$ cat src/dhfk_pkg.sv
`default_nettype none
package dhfk_pkg;
  localparam int CORDIC_STEPS_DEF = 16;
  localparam int FRAC_BITS_DEF = 16;
  localparam int ANG_W = 16;
  localparam int LEN_W = 16;
  localparam int ELEM_W = 32;
  localparam int ZW = 36;
  localparam int XW = 34;
  localparam logic signed [15:0] TURN_UNITS = 16'sd23040;
  localparam logic signed [15:0] HALF_UNITS = 16'sd11520;
  localparam logic signed [15:0] QUARTER_UNITS = 16'sd5760;
  localparam logic signed [XW-1:0] GAIN_Q30 = 34'sd652032874;

  function automatic logic signed [ZW-1:0] atan_entry(input logic [4:0] i);
    case (i)
      5'd0: atan_entry = 36'sd188743680;
      5'd1: atan_entry = 36'sd111421900;
      5'd2: atan_entry = 36'sd58872272;
      5'd3: atan_entry = 36'sd29884485;
      5'd4: atan_entry = 36'sd15000234;
      5'd5: atan_entry = 36'sd7507429;
      5'd6: atan_entry = 36'sd3754631;
      5'd7: atan_entry = 36'sd1877430;
      5'd8: atan_entry = 36'sd938729;
      5'd9: atan_entry = 36'sd469366;
      5'd10: atan_entry = 36'sd234683;
      5'd11: atan_entry = 36'sd117342;
      5'd12: atan_entry = 36'sd58671;
      5'd13: atan_entry = 36'sd29335;
      5'd14: atan_entry = 36'sd14668;
      5'd15: atan_entry = 36'sd7334;
      5'd16: atan_entry = 36'sd3667;
      5'd17: atan_entry = 36'sd1833;
      5'd18: atan_entry = 36'sd917;
      5'd19: atan_entry = 36'sd458;
      5'd20: atan_entry = 36'sd229;
      5'd21: atan_entry = 36'sd115;
      5'd22: atan_entry = 36'sd57;
      5'd23: atan_entry = 36'sd29;
      default: atan_entry = '0;
    endcase
  endfunction

  function automatic logic signed [ELEM_W-1:0] sat32(input logic signed [47:0] v);
    if (v > 48'sh0000_7FFF_FFFF) sat32 = 32'sh7FFF_FFFF;
    else if (v < -48'sh0000_8000_0000) sat32 = 32'sh8000_0000;
    else sat32 = v[ELEM_W-1:0];
  endfunction
endpackage
`default_nettype wire

$ cat src/dhfk_mac.sv
`default_nettype none
// Shared multiply-accumulate: one rounded product per cycle while en is high.
module dhfk_mac #(
  parameter int FRAC_BITS = dhfk_pkg::FRAC_BITS_DEF
) (
  input  wire logic clk,
  input  wire logic clr,
  input  wire logic en,
  input  wire logic signed [dhfk_pkg::ELEM_W-1:0] a,
  input  wire logic signed [dhfk_pkg::ELEM_W-1:0] b,
  output logic signed [47:0] acc
);
  import dhfk_pkg::*;
  logic signed [63:0] p;
  logic signed [47:0] r;
  always_comb begin
    p = 64'(a) * 64'(b);
    r = 48'((p + (64'sd1 <<< (FRAC_BITS - 1))) >>> FRAC_BITS);
  end
  always_ff @(posedge clk) begin
    if (clr) acc <= '0;
    else if (en) acc <= acc + r;
  end
endmodule
`default_nettype wire

$ cat config.mk
export PLATFORM = sky130hd
export DESIGN_NAME = dhfk_mac
export DESIGN_NICKNAME = d
export VERILOG_FILES = /design/src/dhfk_pkg.sv /design/src/dhfk_mac.sv
export SDC_FILE = /design/constraint.sdc
export NUM_CORES = 2
export LEC_CHECK = 0
export BUFFER_PORTS_ARGS = -buffer_cell sky130_fd_sc_hd__buf_2
export CORE_ASPECT_RATIO = 2
export CORE_MARGIN = 2
export CORE_UTILIZATION = 30
export CTS_CLUSTER_DIAMETER = 40
export DETAILED_ROUTE_END_ITERATION = 10
export PLACE_DENSITY = 0.51
export SLEW_MARGIN = 15
export SYNTH_ARGS = -nofsm -noshare
export SYNTH_HDL_FRONTEND = slang
export SYNTH_SLANG_ARGS = --single-unit
$ cat constraint.sdc
create_clock -name clk -period 11.4 [get_ports clk]
set_input_delay 2.85 -clock clk [delete_from_list [all_inputs] [get_ports clk]]
set_output_delay 2.85 -clock clk [all_outputs]
set_load 0.02 [all_outputs]
==> results.cfg <==
[route]
drt_iter0_drc = 1071
wl_per_cell_um = 20.7
first_pass_iters = 4
finalWirelength_mm = 132
viasPerCell = 4.71
route.detailed.drc = 0
drtAntennaViolNets = 0
dr_total_vias = 30000

[run_status]
status = finished, violations left
violations = setup timing

[sta]
setup_violations = 21
finalCriticalPeriod_ns = 11.96
fin_crit_sh_pct = 105
hold_viol = 0
maxSlewViolCount = 0
fmax_mhz = 83.6
tns_ns = -7.71
fin_ws_ns = -0.559
worstMarginPinSlew_ns = 0.967
clock_skew_ns = 0.00917
rsz0062_at_grt = true
worst_slew_margin_rel_pct = 35.5

[floorplanning]
ioPinCount = 115
die-area_um2 = 133000
die_y_um = 513
start_util_pct = 30.1
rows = 187
die_width_um = 259
core_area_um2 = 129000

[yosys]
synth-async-reset-ratio_pct = 0
syn_area_um2 = 38900
ys_seq_area_share_pct = 2.47
synth_cells = 4162
synth_cell_type_count = 61
synth_common_cells = 1,083 x fa_1, 945 x inv_1, 572 x nand2_1
synth.avg_cell_area_um2 = 9.35
ys_top_cells_by_area = fa_1 56%, inv_1 9.1%, and2_1 7.7%
synth.most_common_cell = fa_1
yosysWarnings = 0
ys.flop_type = dfxtp_1
synth_top_area_share_pct = 55.7
ys_seq_elements = 48
synth_nets = 5540
synth_edf_count = 0
yosys.area.top_type = fa_1

[clocking]
clock_latency_ns = 0.31
htree_levels = 2
cts_max_path_buffers = 2
ctsHoldBuffers = 0
cts_tree = yes
numCtsBuffers = 5
clock_sinks = 48
clkSlewWorstSetupHoldPaths_ns = 0.07
cts_root_buffer = clkbuf_16

[worst_setup_path]
critPathArrivalTime_ns = 12.19
cp_slowest_stage_delay_ns = 0.57
cp.required_ns = 11.64
slowest_stage = fa_2
criticalPathCategory = input port to register
crit_fanout = 8
startpoint_type = input port
path_common_cell = fa_1
endpoint_kind = register

[worst_hold_path]
hp-class = register to register

[finish]
drive_gt1_share_pct = 20.2
reg_top3 = acc (48)
largest_reg_flops = 48
syn2layout_area_growth_pct = 22.2
final_cells = 6367
regMostFlops = acc
final_core_util_pct = 36.8
fin_nets = 6042

[flow_run]
max_cap_viol_count = 0

[global_routing]
grt_pass1_vias = 35000
grtUsageTotal_pct = 20.3
antenna_found_initial = 6
grt_max_degree = 48
grt_pass1_wl_mm = 199
overflow = 0

[placed_design]
place_congestion = 0.895
dp_hpwl_mm = 118
place_ws_ns = -1.19
dp.cells = 6306
port_buffers = 114
## worst max-delay path, delay by kind of cell
family	cells	cell delay (ns)
adder cells (fa/ha/maj)	10	4.70
buffers and inverters	4	0.35
AO/OA/AOI/OAI	11	1.76
XOR/XNOR	1	0.11
AND/OR/NAND/NOR	9	2.39
## metrics by stage
step / hold WS [ns] / area [um2]
global placement: 0.476 / 45400
floorplan: 0.538 / 39200
finish: 0.477 / 47600
detailed placement: 0.467 / 45400
global route: 0.489 / 47600
CTS: 0.477 / 46300
## cells by family after synthesis
| kind of cell | count (synthesis) | synth area share (%) |
|---|---|---|
| adder cells (fa/ha/maj) | 1311 | 63.0 |
| AND/OR/NAND/NOR | 1249 | 15.8 |
| buffers and inverters | 1151 | 11.1 |
| AO/OA/AOI/OAI | 271 | 4.55 |
| XOR/XNOR | 102 | 2.30 |
| flip-flops | 48 | 2.47 |
| multiplexers | 30 | 0.771 |
## final cells by class
class                      count  area (um2)
fill                       13200       81800
timing repair buffer         701        5940
tap                         1701        2130
clock buffer                   6         129
sequential                    48         961
antenna                        1        2.50
clock inverter                 2        35.0
inverter                     945        3550
multi-input combinational   2963       34800
## metal layers
layer	global-route usage, %	wire [um]	up-vias
met5	0	47	-
met2	41.5	78200	751
met1	16.8	35900	15700
met3	1.67	3390	445
li1	-	-	13100
met4	17.6	14600	8
## cells in the final DEF, fill, tap and decap left out, drive strengths merged, types with 7 or more instances in the layout
cell type and n:
nor3 7, a21o 49, o21bai 14, a211oi 12
nand2 572, inv 945, mux2i 30, a21oi 90
dfxtp 48, nor2 97, and2 477, o21a 12
nand2b 22, xnor2 70, o21ai 48, clkbuf 12
buf 693, xor2 32, ha 228, and3 8
nand4 17, fa 1083, nand3 17, nor2b 8
## worst paths after layout
path	slack (ns)	from	endpoint	cells past startpoint
hold reg to reg	0.48	acc[46]	acc[46]	2
setup reg to reg	7.96	acc[0]	acc[44]	14
hold / removal	0.48	acc[46]	acc[46]	2
setup / recovery	-0.56	a[14]	acc[47]	35
## what timing repair did
action	4_1_cts	5_1_grt
pin swaps	54	107
cloned	2	1
setup buffers	16	38
gates resized for setup	145	249
endpoints found under the setup margin	29	30
Power is not shown: default switching activity piles up to over one toggle a cycle in this logic, so the estimate is an artifact.
