### config.mk
export PLATFORM = sky130hd
export DESIGN_NAME = dhfk_cordic
export DESIGN_NICKNAME = d
export VERILOG_FILES = /design/src/dhfk_pkg.sv /design/src/dhfk_cordic.sv
export SDC_FILE = /design/constraint.sdc
export NUM_CORES = 1
export LEC_CHECK = 0
export BUFFER_PORTS_ARGS = -buffer_cell sky130_fd_sc_hd__buf_2
export CORE_UTILIZATION = 55
export DETAILED_ROUTE_END_ITERATION = 7
export PLACE_DENSITY = 0.75
export SETUP_SLACK_MARGIN = 0.02
export SYNTH_ARGS = -nofsm -noshare
export SYNTH_HDL_FRONTEND = slang
export SYNTH_SLANG_ARGS = --single-unit
### constraint.sdc
create_clock -name clk -period 6.7 [get_ports clk]
set_input_delay 0.67 -clock clk [delete_from_list [all_inputs] [get_ports clk]]
set_output_delay 0.67 -clock clk [all_outputs]
set_load 0.1 [all_outputs]
### src/dhfk_pkg.sv
`default_nettype none
package dhfk_pkg;
  localparam int CORDIC_STEPS_DEF = 16;
  localparam int FRAC_BITS_DEF = 16;
  localparam int ANG_W = 16;
  localparam int LEN_W = 16;
  localparam int ELEM_W = 32;
  localparam int ZW = 36;
  localparam int XW = 34;
  localparam logic signed [15:0] TURN_UNITS = 16'sd23040;
  localparam logic signed [15:0] HALF_UNITS = 16'sd11520;
  localparam logic signed [15:0] QUARTER_UNITS = 16'sd5760;
  localparam logic signed [XW-1:0] GAIN_Q30 = 34'sd652032874;

  function automatic logic signed [ZW-1:0] atan_entry(input logic [4:0] i);
    case (i)
      5'd0: atan_entry = 36'sd188743680;
      5'd1: atan_entry = 36'sd111421900;
      5'd2: atan_entry = 36'sd58872272;
      5'd3: atan_entry = 36'sd29884485;
      5'd4: atan_entry = 36'sd15000234;
      5'd5: atan_entry = 36'sd7507429;
      5'd6: atan_entry = 36'sd3754631;
      5'd7: atan_entry = 36'sd1877430;
      5'd8: atan_entry = 36'sd938729;
      5'd9: atan_entry = 36'sd469366;
      5'd10: atan_entry = 36'sd234683;
      5'd11: atan_entry = 36'sd117342;
      5'd12: atan_entry = 36'sd58671;
      5'd13: atan_entry = 36'sd29335;
      5'd14: atan_entry = 36'sd14668;
      5'd15: atan_entry = 36'sd7334;
      5'd16: atan_entry = 36'sd3667;
      5'd17: atan_entry = 36'sd1833;
      5'd18: atan_entry = 36'sd917;
      5'd19: atan_entry = 36'sd458;
      5'd20: atan_entry = 36'sd229;
      5'd21: atan_entry = 36'sd115;
      5'd22: atan_entry = 36'sd57;
      5'd23: atan_entry = 36'sd29;
      default: atan_entry = '0;
    endcase
  endfunction

  function automatic logic signed [ELEM_W-1:0] sat32(input logic signed [47:0] v);
    if (v > 48'sh0000_7FFF_FFFF) sat32 = 32'sh7FFF_FFFF;
    else if (v < -48'sh0000_8000_0000) sat32 = 32'sh8000_0000;
    else sat32 = v[ELEM_W-1:0];
  endfunction
endpackage
`default_nettype wire

### src/dhfk_cordic.sv
`default_nettype none
// Iterative sine/cosine: one micro-rotation per cycle.
module dhfk_cordic #(
  parameter int CORDIC_STEPS = dhfk_pkg::CORDIC_STEPS_DEF,
  parameter int FRAC_BITS = dhfk_pkg::FRAC_BITS_DEF
) (
  input  wire logic clk,
  input  wire logic rst,
  input  wire logic start,
  input  wire logic signed [dhfk_pkg::ANG_W-1:0] raw,
  output logic done,
  output logic signed [dhfk_pkg::ELEM_W-1:0] sin_val,
  output logic signed [dhfk_pkg::ELEM_W-1:0] cos_val
);
  import dhfk_pkg::*;
  localparam int SH = 30 - FRAC_BITS;

  logic busy;
  logic [4:0] step;
  logic signed [XW-1:0] x, y;
  logic signed [ZW-1:0] z;
  logic neg, quarter, half;
  logic signed [17:0] r18, t0, t1, t2;
  logic signed [XW-1:0] xs, ys, xr, yr;

  always_comb begin
    // reduce into one turn by compare and subtract
    r18 = 18'(raw);
    if (r18 >= 18'(TURN_UNITS)) t0 = r18 - 18'(TURN_UNITS);
    else if (r18 < -18'(TURN_UNITS)) t0 = r18 + 18'(TURN_UNITS) + 18'(TURN_UNITS);
    else if (r18 < 0) t0 = r18 + 18'(TURN_UNITS);
    else t0 = r18;
    if (t0 >= 18'(HALF_UNITS)) t1 = t0 - 18'(TURN_UNITS);
    else t1 = t0;
    t2 = t1;
    if (t1 > 18'(QUARTER_UNITS)) t2 = t1 - 18'(HALF_UNITS);
    else if (t1 < -18'(QUARTER_UNITS)) t2 = t1 + 18'(HALF_UNITS);
    xs = x >>> step;
    ys = y >>> step;
    xr = (x + (XW'(1) <<< (SH - 1))) >>> SH;
    yr = (y + (XW'(1) <<< (SH - 1))) >>> SH;
  end

  always_ff @(posedge clk) begin
    if (rst) begin
      busy <= 1'b0;
      done <= 1'b0;
      step <= '0;
    end else begin
      done <= 1'b0;
      if (start) begin
        busy <= 1'b1;
        step <= '0;
        x <= GAIN_Q30;
        y <= '0;
        z <= ZW'(t2) <<< 16;
        neg <= (t1 > 18'(QUARTER_UNITS)) || (t1 < -18'(QUARTER_UNITS));
        quarter <= (raw == QUARTER_UNITS);
        half <= (raw == HALF_UNITS);
      end else if (busy) begin
        if (step == 5'(CORDIC_STEPS)) begin
          busy <= 1'b0;
          done <= 1'b1;
          cos_val <= quarter ? '0 : (neg ? -xr[ELEM_W-1:0] : xr[ELEM_W-1:0]);
          sin_val <= half ? '0 : (neg ? -yr[ELEM_W-1:0] : yr[ELEM_W-1:0]);
        end else begin
          step <= step + 5'd1;
          if (z >= 0) begin
            x <= x - ys;
            y <= y + xs;
            z <= z - atan_entry(step);
          end else begin
            x <= x + ys;
            y <= y - xs;
            z <= z + atan_entry(step);
          end
        end
      end
    end
  end

  assert property (@(posedge clk) disable iff (rst) done |=> !done);
  assert property (@(posedge clk) disable iff (rst) start |=> busy && !done);
  assert property (@(posedge clk) disable iff (rst) busy |-> step <= 5'(CORDIC_STEPS));
endmodule
`default_nettype wire

==> results of run 1 <==
per-stage QoR:
step           cell area [um2]  utilization  instances  setup WS (ps)
2_1_floorplan            21700            -       2511            612
3_3_place_gp             22700        0.585       3038            382
3_5_place_dp             22700        0.585       3038            190
4_1_cts                  23500        0.606       3082            169
5_1_grt                  23700        0.610       3091           23.2
6_report                 23700        0.610       3091            354
power by group:
group	switching (uW)	total (uW)	internal (uW)	leakage, uW
registers	376	2130	1760	0.00190
logic	3250	5820	2570	0.00717
clock network	562	1360	800	0.000394
total	4190	9320	5130	0.00946
per-layer routing:
layer / GRT usage / vias up
li1: - / 9308
met1: 0.378 / 9261
met2: 0.491 / 757
met3: 0.0362 / 136
met4: 0.0981 / 4
met5: 0 / -
what timing repair did:
action / 4_1_cts / 5_1_grt
buffers inserted: 0 / 8
hold buffers: 0 / 0
gates resized for setup: 0 / 12
endpoints found under the setup margin: 0 / 8
worst min-delay path by stage:
stage          slack (ps)  cells after the start      end
2_1_floorplan         480                      2     done
3_3_place_gp          560                      2  step[1]
3_5_place_dp          560                      2  step[1]
4_1_cts               360                      2     busy
5_1_grt               370                      2     busy
6_report              380                      2     busy
synth_stat cells, drive strengths merged, types with 73 or more instances:
cell,instances
nor2,265
nand2,249
a21oi,193
edfxtp,171
o21ai,164
xnor2,145
ha,132
xor2,122
inv,103
clkbuf,86
mux4,74
a21o,73
area by class of cell:
type                            instances  area (um2)  share of cell area
Clock buffer                           26         629              0.0266
Clock inverter                         18         184             0.00777
Inverter                              106         398              0.0168
Multi-Input combinational cell       2070       15000               0.632
Sequential cell                       206        5840               0.247
Tap cell                              518         648              0.0274
Timing Repair Buffer                  147        1000              0.0424
critical path, delay by kind of cell, from the launching register on:
family          cells  cell delay, ps
compound gates     12            2780
mux                 3            1140
simple gates        5             700
buf+inv             3             500
flops               1             420
fa+ha+maj           1             300
xor+xnor            1             180
cell families after synthesis:
kind of cell / count (synthesis) / synth area share
compound gates: 676 / 0.201
xor+xnor: 268 / 0.109
fa+ha+maj: 135 / 0.0788
buf+inv: 235 / 0.0457
flops: 206 / 0.269
mux: 148 / 0.114
simple gates: 843 / 0.183
==> results.cfg, run 1 <==
[clock_network]
cts_root_buf = clkbuf_16
numCtsBuffers = 24
cts_sinks = 206
cts_tree = built
path_clk_slew_ps = 60
ctsHtreeMaxLevel = 1
clk_latency_ps = 540
cts_max_path_buffers = 3

[drt]
wl_met3_um = 3770
wl_met1_um = 25100
wl_met2_um = 28800
drc_errors = 0
vias_per_cell = 6.30
ant_nets = 0
initialDrtViolationCount = 1834
routedWlPerCell_um = 19.3
drtPass1Iterations = 6
top_layer = met5
wl_um = 59600
route.vias.total = 19466

[finish]
final_common_cell = nor2_1
antenna_cells = 0
final_nets = 2709
drive_gt1_frac = 0.138
fillers = 3347
final_cell_mix = nor2_1, nand2_1, a21oi_1
synthToLayoutAreaGrowth_pct = 9.00

[power_and_ir_drop]
power.leakage_uw = 0.00946
ir_drop_mv = 0.282
cellPowerDensity_nw_per_um2 = 394
total_power_uw = 9320

[timing]
fin_crit_sh = 0.947
finalSetupViolCount = 0
max_slew_margin = 0.225
slew_viol_final = 0
max_freq_mhz = 158
rsz0062_at_grt = true
timing.final.hold_violations = 0
worst_slew_pin_slew_ps = 1160
clock_skew_ps = 12.0
period_needed_ps = 6350
finalSetupTns_ps = 0
hold_ws_ps = 379

[synth]
syn_area_um2 = 21700
async_reset_ff_frac = 0
synth_edf_count = 171
synth_cell_types = 107
avgSynthCellArea_um2 = 8.65
yosys_warnings = 0
syn_inst = 2511
synth_top_area_cell = edfxtp_1
seq_area_frac_synth = 0.269
synth_flop_cell = edfxtp_1
synth_seq_cells = 206
ys_top_cells_by_area = edfxtp_1, ha_1, mux4_2
yosysTopAreaCellShare = 0.237
synth_nets = 2665

[floorplanning]
core_region_area_um2 = 38800
pin_count = 84
start_util = 0.559
die_w_um = 201
fp.dieH_um = 201
dieArea_um2 = 40300
rows = 72

[job]
maxCapViolCount = 0

[critical_path]
cp-start-kind = register
required_ps = 6990
crit_start = step[0]
critPathMaxStageDelay_ps = 560
cp.arrival_ps = 6640
crit_slowest_cell = mux4_2
critical_path_class = register to register
worst-path-max-fanout = 36
crit_top_cell = a21oi_1
reg2regPathDepth = 25
r2r_start = step[0]
endpoint_kind = register
ff2ff_setup_slack_ps = 350
cp-endpoint = y[32]
rr_endpoint = y[32]

[placement]
dp_hpwl_um = 44600
io_buffer_count = 83
place.gp.congestion = 1.01

[grt]
grt_pass1_vias = 18216
grt_max_degree = 71
grt_usage = 0.288
grt_overflow = 0
grt_pass1_wl_um = 95400
antenna_found_initial = 2

[min_path]
hold_path_class = input port to register
hp-start = rst

[status]
status = finished clean
Power figures use the tool's default switching activity.
==> run 2, diff against run 1 <==
--- a/config.mk
+++ b/config.mk
@@ -9,6 +9,7 @@
 export CORE_UTILIZATION = 55
 export DETAILED_ROUTE_END_ITERATION = 7
 export PLACE_DENSITY = 0.75
+export RECOVER_POWER = 25
 export SETUP_SLACK_MARGIN = 0.02
 export SYNTH_ARGS = -nofsm -noshare
 export SYNTH_HDL_FRONTEND = slang
==> run 2 against run 1 <==
Against the previous run:
- the flow now finishes with violations (max-capacitance violations, max-slew violations)
- maximum frequency rose by 0.20%
- via count about the same
- design area about the same
- clock skew about the same
- sequential share of layout area is essentially flat
- first-iteration DRC count rose by 1.0%
- combinational power barely moved
- clock power hardly changed
- setup slack gained 13 ps
- critical path type unchanged
==> results.cfg, run 2 (same netlist as run 1, synthesis figures left out) <==
[status]
status = complete, but fails checks
violations = max-capacitance violations, max-slew violations

[floorplanning]
dieArea_um2 = 40300
die_w_um = 201
fp.dieH_um = 201
start_util = 0.559
core_region_area_um2 = 38800
pin_count = 84
rows = 72

[finish]
synthToLayoutAreaGrowth_pct = 8.97
antenna_cells = 0
final_common_cell = nor2_1
drive_gt1_frac = 0.137
final_nets = 2709
final_cell_mix = nor2_1, nand2_1, a21oi_1

[critical_path]
endpoint_kind = register
reg2regPathDepth = 26
rr_endpoint = y[32]
crit_start = step[0]
r2r_start = step[0]
critical_path_class = register to register
cp-start-kind = register
ff2ff_setup_slack_ps = 370
cp.arrival_ps = 6630
required_ps = 6990
worst-path-max-fanout = 36
cp-endpoint = y[32]

[power_and_ir_drop]
pwr-share-clk = 0.146
ir_drop_mv = 0.280
combPwrFrac = 0.625
swShare = 0.449
cellPowerDensity_nw_per_um2 = 394
power.leakage_uw = 0.00945
intPower_uw = 5130
power_frac_seq = 0.229
p_switching_uw = 4190

[clock_network]
ctsHtreeMaxLevel = 1
cts_root_buf = clkbuf_16
ctsHoldBuffers = 0
cts_tree = built
cts_sinks = 206
cts_max_path_buffers = 3
clk_latency_ps = 540
path_clk_slew_ps = 60
numCtsBuffers = 24

[min_path]
hold_path_class = input port to register

[placement]
place.gp.congestion = 1.01
io_buffer_count = 83
dp_hpwl_um = 44600

[timing]
finalSetupViolCount = 0
hold_ws_ps = 378
clock_skew_ps = 11.5
period_needed_ps = 6330
max_freq_mhz = 158
max_slew_margin = -1.19
worst_slew_pin_slew_ps = 3280
timing.final.hold_violations = 0
rsz0062_at_grt = true
fin_crit_sh = 0.945
finalSetupTns_ps = 0
slew_viol_final = 71

[drt]
wl_um = 59500
vias_per_cell = 6.30
drtPass1Iterations = 6
ant_nets = 0
drc_errors = 0
initialDrtViolationCount = 1853
route.vias.total = 19481
routedWlPerCell_um = 19.2

[grt]
grt_usage = 0.288
grt_pass1_vias = 18216
antenna_found_initial = 2
grt_max_degree = 71
grt_pass1_wl_um = 95400
grt_overflow = 0

[job]
maxCapViolCount = 1
## run 2: changes by cell type in the layout (fill, tap and decap cells not counted), sizes merged
| cell | before | now |
|---|---|---|
| buf | 146 | 144 |
| clkbuf | 27 | 29 |
## run 2: worst min path at each step
stage	start	to	slack [ps]	depth (start not counted)
2_1_floorplan	busy	done	480	2
3_3_place_gp	busy	step[1]	560	2
3_5_place_dp	busy	step[1]	560	2
4_1_cts	rst	busy	360	2
5_1_grt	rst	busy	370	2
6_report	rst	busy	380	2
## run 2: power groups by stage
stage	Clock [uW]	Combinational, uW	Sequential, uW
after floorplan	0	4530	1930
after detailed placement	0	5620	2140
after CTS	1390	5680	2120
final	1360	5820	2130
after global routing	1430	6400	2160
after global placement	0	5470	2130
## run 2: critical path, cell delays in order, from the launching register on
cell,delay (ps)
dfxtp_4,420
buf_12,270
mux4_2,570
mux2_2,290
mux2i_1,300
a21oi_1,170
nor2_1,140
and2_1,190
nand2_1,90
nor2_1,220
inv_2,80
o21ai_0,230
xor2_1,180
ha_1,300
a21o_1,210
a21oi_1,210
nor2b_1,210
buf_4,150
nand2_1,40
a31oi_1,250
o221a_2,300
o31ai_1,110
a21o_1,230
a21bo_2,220
a21oi_1,230
a21oi_1,130
mux2_2,280
## run 2: area by class of cell
cell class	count	area, um2
inverter	106	398
tap	518	648
clock inverter	18	184
fill	3350	15200
clock buffer	26	629
timing repair buffer	147	998
multi-input combinational	2070	15000
sequential	206	5840
## run 2: layer usage
| metal | routed length (um) | GRT usage | vias up |
|---|---|---|---|
| li1 | - | - | 9309 |
| met1 | 25100 | 0.378 | 9286 |
| met2 | 28800 | 0.491 | 752 |
| met3 | 3650 | 0.0362 | 130 |
| met4 | 1870 | 0.0981 | 4 |
| met5 | 21 | 0 | - |
## run 2: what timing repair did
action,4_1_cts,5_1_grt
endpoints found under the hold margin,0,0
buffers inserted,0,8
gates resized for setup,0,12
setup endpoints to repair,0,8
## run 2: stage by stage
stage	util	std cells	power [uW]	worst slack, ps	cell area [um2]
2_1_floorplan	-	2511	6460	612	21700
3_3_place_gp	0.585	3038	7600	382	22700
3_5_place_dp	0.585	3038	7760	190	22700
4_1_cts	0.606	3082	9190	169	23500
5_1_grt	0.609	3091	9990	23.2	23700
6_report	0.609	3091	9320	366	23700
